<file path="config.mk">
export PLATFORM = sky130hd
export DESIGN_NAME = gld_ctrl
export DESIGN_NICKNAME = d
export VERILOG_FILES = /design/src/gld_pkg.sv /design/src/gld_ctrl.sv
export SDC_FILE = /design/constraint.sdc
export NUM_CORES = 1
export LEC_CHECK = 0
export BUFFER_PORTS_ARGS = -buffer_cell sky130_fd_sc_hd__buf_2
export CAP_MARGIN = 20
export CELL_PAD_IN_SITES_DETAIL_PLACEMENT = 0
export CELL_PAD_IN_SITES_GLOBAL_PLACEMENT = 1
export CORE_AREA = 5 5 42 44
export DETAILED_ROUTE_END_ITERATION = 8
export DIE_AREA = 0 0 47 49
export HOLD_SLACK_MARGIN = 0.05
export PLACE_DENSITY = 0.66
export SETUP_SLACK_MARGIN = 0.5
export SLEW_MARGIN = 40
export SYNTH_ARGS = -nofsm -noshare
export SYNTH_HDL_FRONTEND = slang
export SYNTH_SLANG_ARGS = --single-unit
</file>
<file path="constraint.sdc">
create_clock -name clk_i -period 0.9 [get_ports clk_i]
set_input_delay 0.135 -clock clk_i [delete_from_list [all_inputs] [get_ports clk_i]]
set_output_delay 0.135 -clock clk_i [all_outputs]
set_load 0.05 [all_outputs]
</file>
<file path="src/gld_pkg.sv">
`default_nettype none

package gld_pkg;

  // fixed field and storage widths
  localparam int CODE_W            = 12;
  localparam int BUF_W             = 32;
  localparam int HELD_W            = 6;
  localparam int NFC_W             = 13;
  localparam int DEF_TABLE_DEPTH   = 4096;
  localparam int DEF_MAX_CODE_BITS = 12;
  localparam logic [3:0] MIN_CODE_RST = 4'd8;
  localparam logic [3:0] MIN_CODE_LO  = 4'd2;
  localparam logic [3:0] MIN_CODE_HI  = 4'd8;

  typedef enum logic [1:0] {
    REQ_PUSH   = 2'd0,
    REQ_PULL   = 2'd1,
    REQ_START  = 2'd2,
    REQ_UNUSED = 2'd3
  } req_e;

  typedef enum logic [2:0] {
    STAT_PIXEL      = 3'd0,
    STAT_NEED_DATA  = 3'd1,
    STAT_BYTE_OK    = 3'd2,
    STAT_BYTE_REFUSED = 3'd3,
    STAT_END        = 3'd4
  } status_e;

  typedef enum logic [1:0] {
    PH_FORCE       = 2'd0,
    PH_AFTER_CLEAR = 2'd1,
    PH_NORMAL      = 2'd2,
    PH_ENDED       = 2'd3
  } phase_e;

  // outcome of one code extraction step
  typedef enum logic [2:0] {
    EXT_END,
    EXT_SHORT,
    EXT_CLEAR,
    EXT_EOI,
    EXT_ROOT,
    EXT_CHAIN
  } ext_e;

  typedef enum logic [3:0] {
    OP_NONE,
    OP_PUSH,
    OP_START,
    OP_BAD,
    OP_POP_RD,
    OP_POP_OUT,
    OP_EXTRACT,
    OP_WALK_RD,
    OP_WALK_PUSH,
    OP_FINISH
  } op_e;

  typedef enum logic [2:0] {
    S_IDLE,
    S_POP_OUT,
    S_EXTRACT,
    S_WALK,
    S_WALK_DATA
  } fsm_e;

  typedef struct packed {
    op_e op;
  } dp_cmd_t;

  typedef struct packed {
    logic stack_empty;
    logic out_free;
    logic walk_more;
    ext_e ext;
  } dp_stat_t;

endpackage

`default_nettype wire

</file>
<file path="src/gld_ctrl.sv">
`default_nettype none

module gld_ctrl (
  input  wire logic             clk_i,
  input  wire logic             rst_ni,
  input  wire logic             in_valid_i,
  output logic                  in_stall_o,
  input  wire logic [1:0]       req_type_i,
  input  wire gld_pkg::dp_stat_t stat_i,
  output gld_pkg::dp_cmd_t      cmd_o
);
  import gld_pkg::*;

  fsm_e state_q, state_d;
  fsm_e ext_next;

  // state register
  always_ff @(posedge clk_i or negedge rst_ni) begin
    if (!rst_ni) begin
      state_q <= S_IDLE;
    end else begin
      state_q <= state_d;
    end
  end

  // where an extraction step leads
  always_comb begin
    unique case (stat_i.ext)
      EXT_CLEAR: ext_next = S_EXTRACT;
      EXT_CHAIN: ext_next = S_WALK;
      default:   ext_next = S_IDLE;
    endcase
  end

  // next state and commands
  always_comb begin
    state_d    = state_q;
    cmd_o.op   = OP_NONE;
    in_stall_o = 1'b1;
    unique case (state_q)
      S_IDLE: begin
        in_stall_o = !stat_i.out_free;
        if (in_valid_i && stat_i.out_free) begin
          unique case (req_e'(req_type_i))
            REQ_PUSH:  cmd_o.op = OP_PUSH;
            REQ_START: cmd_o.op = OP_START;
            REQ_PULL: begin
              if (!stat_i.stack_empty) begin
                cmd_o.op = OP_POP_RD;
                state_d  = S_POP_OUT;
              end else begin
                cmd_o.op = OP_EXTRACT;
                state_d  = ext_next;
              end
            end
            default:   cmd_o.op = OP_BAD;
          endcase
        end
      end
      S_POP_OUT: begin
        cmd_o.op = OP_POP_OUT;
        state_d  = S_IDLE;
      end
      S_EXTRACT: begin
        cmd_o.op = OP_EXTRACT;
        state_d  = ext_next;
      end
      S_WALK: begin
        if (stat_i.walk_more) begin
          cmd_o.op = OP_WALK_RD;
          state_d  = S_WALK_DATA;
        end else begin
          cmd_o.op = OP_FINISH;
          state_d  = S_IDLE;
        end
      end
      S_WALK_DATA: begin
        cmd_o.op = OP_WALK_PUSH;
        state_d  = S_WALK;
      end
      default: state_d = S_IDLE;
    endcase
  end

endmodule

`default_nettype wire

</file>
Yosys cells after proc, flatten, opt, wreduce, memory -nomap -nowiden
Index checks and enable logic that the tools add are counted.
{"block": "word_totals", "reg_bits": 3, "out_inout_bits": 5}
{"block": "op_classes", "n_eq_ne": 10, "n_mux": 12, "n_reduce_logical": 5}
{"operator": "$pmux W4 S5", "n": 1}
{"operator": "$mux W3", "n": 4}
{"operator": "$pmux W3 S4", "n": 1}
{"operator": "$eq A3 B2 Y1 const B", "n": 3}
{"operator": "$pmux W3 S3", "n": 1}
{"operator": "$eq A3 B3 Y1 const B", "n": 2}
{"operator": "$mux W2", "n": 2}
{"operator": "$mux W4", "n": 1}
{"operator": "$pmux W2 S2", "n": 1}
{"operator": "$eq A3 B1 Y1 const B", "n": 1}
{"operator": "$logic_not A3 Y1", "n": 1}
{"operator": "$eq A2 B1 Y1 const B", "n": 1}
{"operator": "$eq A2 B2 Y1 const B", "n": 1}
{"operator": "$logic_not A2 Y1", "n": 1}
{"operator": "$ne A2 B1 Y1 const B", "n": 1}
{"operator": "$ne A2 B2 Y1 const B", "n": 1}
{"operator": "$reduce_and A2 Y1", "n": 1}
{"operator": "$logic_and A1 B1 Y1", "n": 1}
{"operator": "$logic_not A1 Y1", "n": 1}
{"operator": "$mux W1", "n": 1}

Logic depth before layout (Yosys ltp)
{"block": "depth", "word_depth": 6, "ltp_mapped": 5, "mapped_depth_nobuf": 5}

Least setup slack after synthesis
OpenSTA, ideal clock, no wires.
{"block": "synth_timing", "kind": "reg-to-output", "from": "register state_q[2]", "to": "output port cmd_o[1] (netlist bit)", "t_arrival_ns": 1.804, "setup_slack_ns": -1.039, "stages_incl_launch_ff": 5, "path_cell_list": "dfrtp_1 buf_2 nor2_1 nand3_1 o21ai_0"}
{"element": "from (decl)", "line_no": "gld_ctrl.sv:14", "source": "fsm_e state_q, state_d;"}
{"element": "from (signal assigned)", "line_no": "gld_ctrl.sv:22", "source": "state_q <= state_d;"}
{"element": "to (decl)", "line_no": "gld_ctrl.sv:10", "source": "output gld_pkg::dp_cmd_t cmd_o"}

==> summary.md <==
| Metric | Value |
|---|---|
| Commonest cells after routing, fill and taps aside | `13 x buf_4, 11 x buf_6, 10 x buf_2` |
| Syn Inst Count | `34` |
| Seq/Total Area, Yosys | `27.3%` |
| Clock Skew | `0.00459 ns` |
| Worst Setup SP | `state_q[2]` |
| FF+latch count, synth | `3` |
| First-pass GRT wire length | `1840 um` |
| Mapped cell area | `275 sq um` |
| Period utilization | `159%` |
| Drt first pass iters | `2` |
| Port bufs | `15` |
| Grt met3 use | `under 10%` |
| Clk slew on worst S/H paths | `approximately 0.04 ns` |
| # DRC | `0` |
| Vias in the first global route | `426` |
| Post-DRT Antenna Nets | `0` |
| CTS Buf Count | `3` |
| Final non-filler cell total | `around 90` |
| Chip height | `49 um` |
| Final core occ | `between 50% and 60%` |
| CP Data Arrival Time | `about 1.3 ns` |
| Synth warnings | `0` |
| Regs by FF count | `state_q (3)` |
| Pwr Total | `~0.59 mW` |
| Mapped Avg Cell Area | `8.10 sq um` |
| I/O pins | `16` |
| Share of cells above drive strength 1 | `approximately 77%` |
| Initial antenna violation count | `0` |
| Core footprint | `1400 sq um` |
| Starting Density | `19.6%` |
| Slowest stage cell on the critical path | `dfrtp_1` |
| Reg2reg start | `state_q[1]` |
| DIE AREA | `2300 sq um` |
| Routed len/inst | `approximately 11 um` |
| Peak VDD IR | `1.04 mV` |
| Max Cap Viol | `0` |
| GR Util met2 | `17.6%` |
| Cell-by-cell trace of the critical path | `buf_12 -> nor2_4 -> nand3_2 -> o21ai_4 -> buf_6` |
| Clock buffer depth | `2` |
| Fin crit period | `1.43 ns` |
| WL final | `1040 um` |
| Crit Path Max Fanout | `5` |
| Most common cell after layout, fill and taps aside | `buf_4` |
| Antenna Cells | `0` |
| Placer Congestion | `0.755` |
| Vias per std cell | `4.58` |
| GR Layer Usage met1 | `13.0%` |
| Top reg by flops | `state_q` |
| Placed insts | `79` |
| Largest family of logic cells by synthesized area | `compound AO/OA/AOI/OAI gates` |
| Clk_lat worst skew | `0.23 ns` |
| Family with the most delay on the worst path | `flip-flops` |
| CP max stage delay | `approximately 0.4 ns` |
| P_leak | `about 0.36 nW` |
| Min Hold Slack | `0.224 ns` |
| Chip Width | `47 um` |
| Critical path required time | `0.76 ns` |
| Nets | `89` |
| Max-slew headroom | `86.2%` |
| Compound-Gate Fraction of Synth Area | `30.9%` |
| Hold Fails Final Rpt | `0` |
| Worst slew pin tran | `0.205 ns` |
| GRT Util Overall | `10.6%` |
| Netlist cell types | `21` |
| Number of buffers and inverters on the critical path | `2` |
| Run status | `finished, violations left` |
| Post-synthesis simple-gate area fraction | `28.2%` |
| RSZ-0062 raised after global routing | `true` |
| Largest net degree at the start of global routing | `6` |
| Power per standard cell area | `757 nW/um^2` |
| # H-tree levels | `1` |
| HP Class | `input pin to async pin` |
| FP Rows | `14` |
| CTS tree | `built` |
| Fmax | `701 MHz` |
| Clock root cell | `clkbuf_4` |
| Multiplexer share of the synthesized area | `0%` |
| Fill cells | `134` |
| Max FFs per register | `3` |
| Initial DRC count | `2` |
| Setup Crit Path Kind | `register to output pin` |
| Register area | `77.6 sq um` |
| Area of the multi-input gates | `310 sq um` |
| Adder-Cell Fraction of Synth Area | `under 10%` |
| Design area | `about 800 sq um` |
| Final setup slack of the worst path | `-0.527 ns` |
| Final Setup Violations | `7` |
| Fin. max-slew vios | `0` |
| Post-Syn Nets | `47` |
| Post-Synth XOR/XNOR Area | `0%` |
| GRT busiest layer | `met2` |
| Setup TNS | `-3.04 ns` |
| Area grow syn2layout | `184%` |
| Violated checks | `negative setup slack` |
| Startpoint types | `register` |
| Worst slack, placed | `-0.416 ns` |
| Critical path endpoint category | `output pin` |
| Overflow after GRT | `0` |
| HPWL Detailed | `795 um` |
| Vias | `417` |
| CTS sink cnt | `3` |
| Post-DP Area | `591 sq um` |
cells by family after synthesis:
| kind of cell | Yosys count |
|---|---|
| compound gates | 12 |
| fa+ha+maj | 2 |
| simple gates | 14 |
| buf+inv | 3 |
| flops | 3 |
power breakdown:
part           internal (mW)  total, mW  switching, mW
sequential             0.137      0.139        0.00209
clock                  0.166      0.232         0.0664
combinational          0.107      0.219          0.113
metal layers:
metal	up-vias	wire length, um
met1	195	431
met3	0	53
li1	211	-
met2	11	559
met5	-	0
met4	0	0
final timing paths:
check,cells past startpoint,slack [ns],to
max,5,-0.53,cmd_o[1]
min,2,0.22,state_q[2]
max reg2reg,6,-0.35,state_q[1]
min reg2reg,3,0.70,state_q[1]
max in group asynchronous,2,0.55,state_q[1]
min in group clk_i,4,0.34,state_q[1]
synthesized netlist by cell type:
library cell / instances / area [sq um]
and4b_1: 1 / 10.0
o21ai_0: 1 / 5.00
o21a_1: 1 / 7.51
o22a_1: 1 / 8.76
nor2b_1: 1 / 6.26
dfrtp_1: 3 / 75.1
a22oi_1: 1 / 7.51
o31ai_1: 1 / 7.51
a21oi_1: 3 / 15.0
a211oi_1: 1 / 7.51
a41oi_1: 2 / 17.5
nand3_1: 2 / 10.0
a311oi_1: 1 / 8.76
nand3b_1: 2 / 15.0
nor3_1: 1 / 5.00
nor2_1: 4 / 15.0
buf_2: 1 / 5.00
inv_1: 2 / 7.51
or3b_1: 1 / 8.76
nand2_1: 2 / 7.51
ha_1: 2 / 25.0
cell type report:
| class | count | area share, % |
|---|---|---|
| well taps | 16 | 2.56 |
| clock buffers | 4 | 3.37 |
| flip-flops and latches | 3 | 9.94 |
| multi-input cells | 28 | 39.7 |
| repair buffers | 38 | 43.1 |
| inverters | 2 | 1.28 |
repair_timing:
action	CTS	global route
pin swaps	9	9
hold endpoints to repair	3	0
resized for setup	22	3
hold buffers	1	0
setup endpoints to repair	8	8
setup buffers	5	2
No activity file was read; power rests on OpenSTA's default activity.
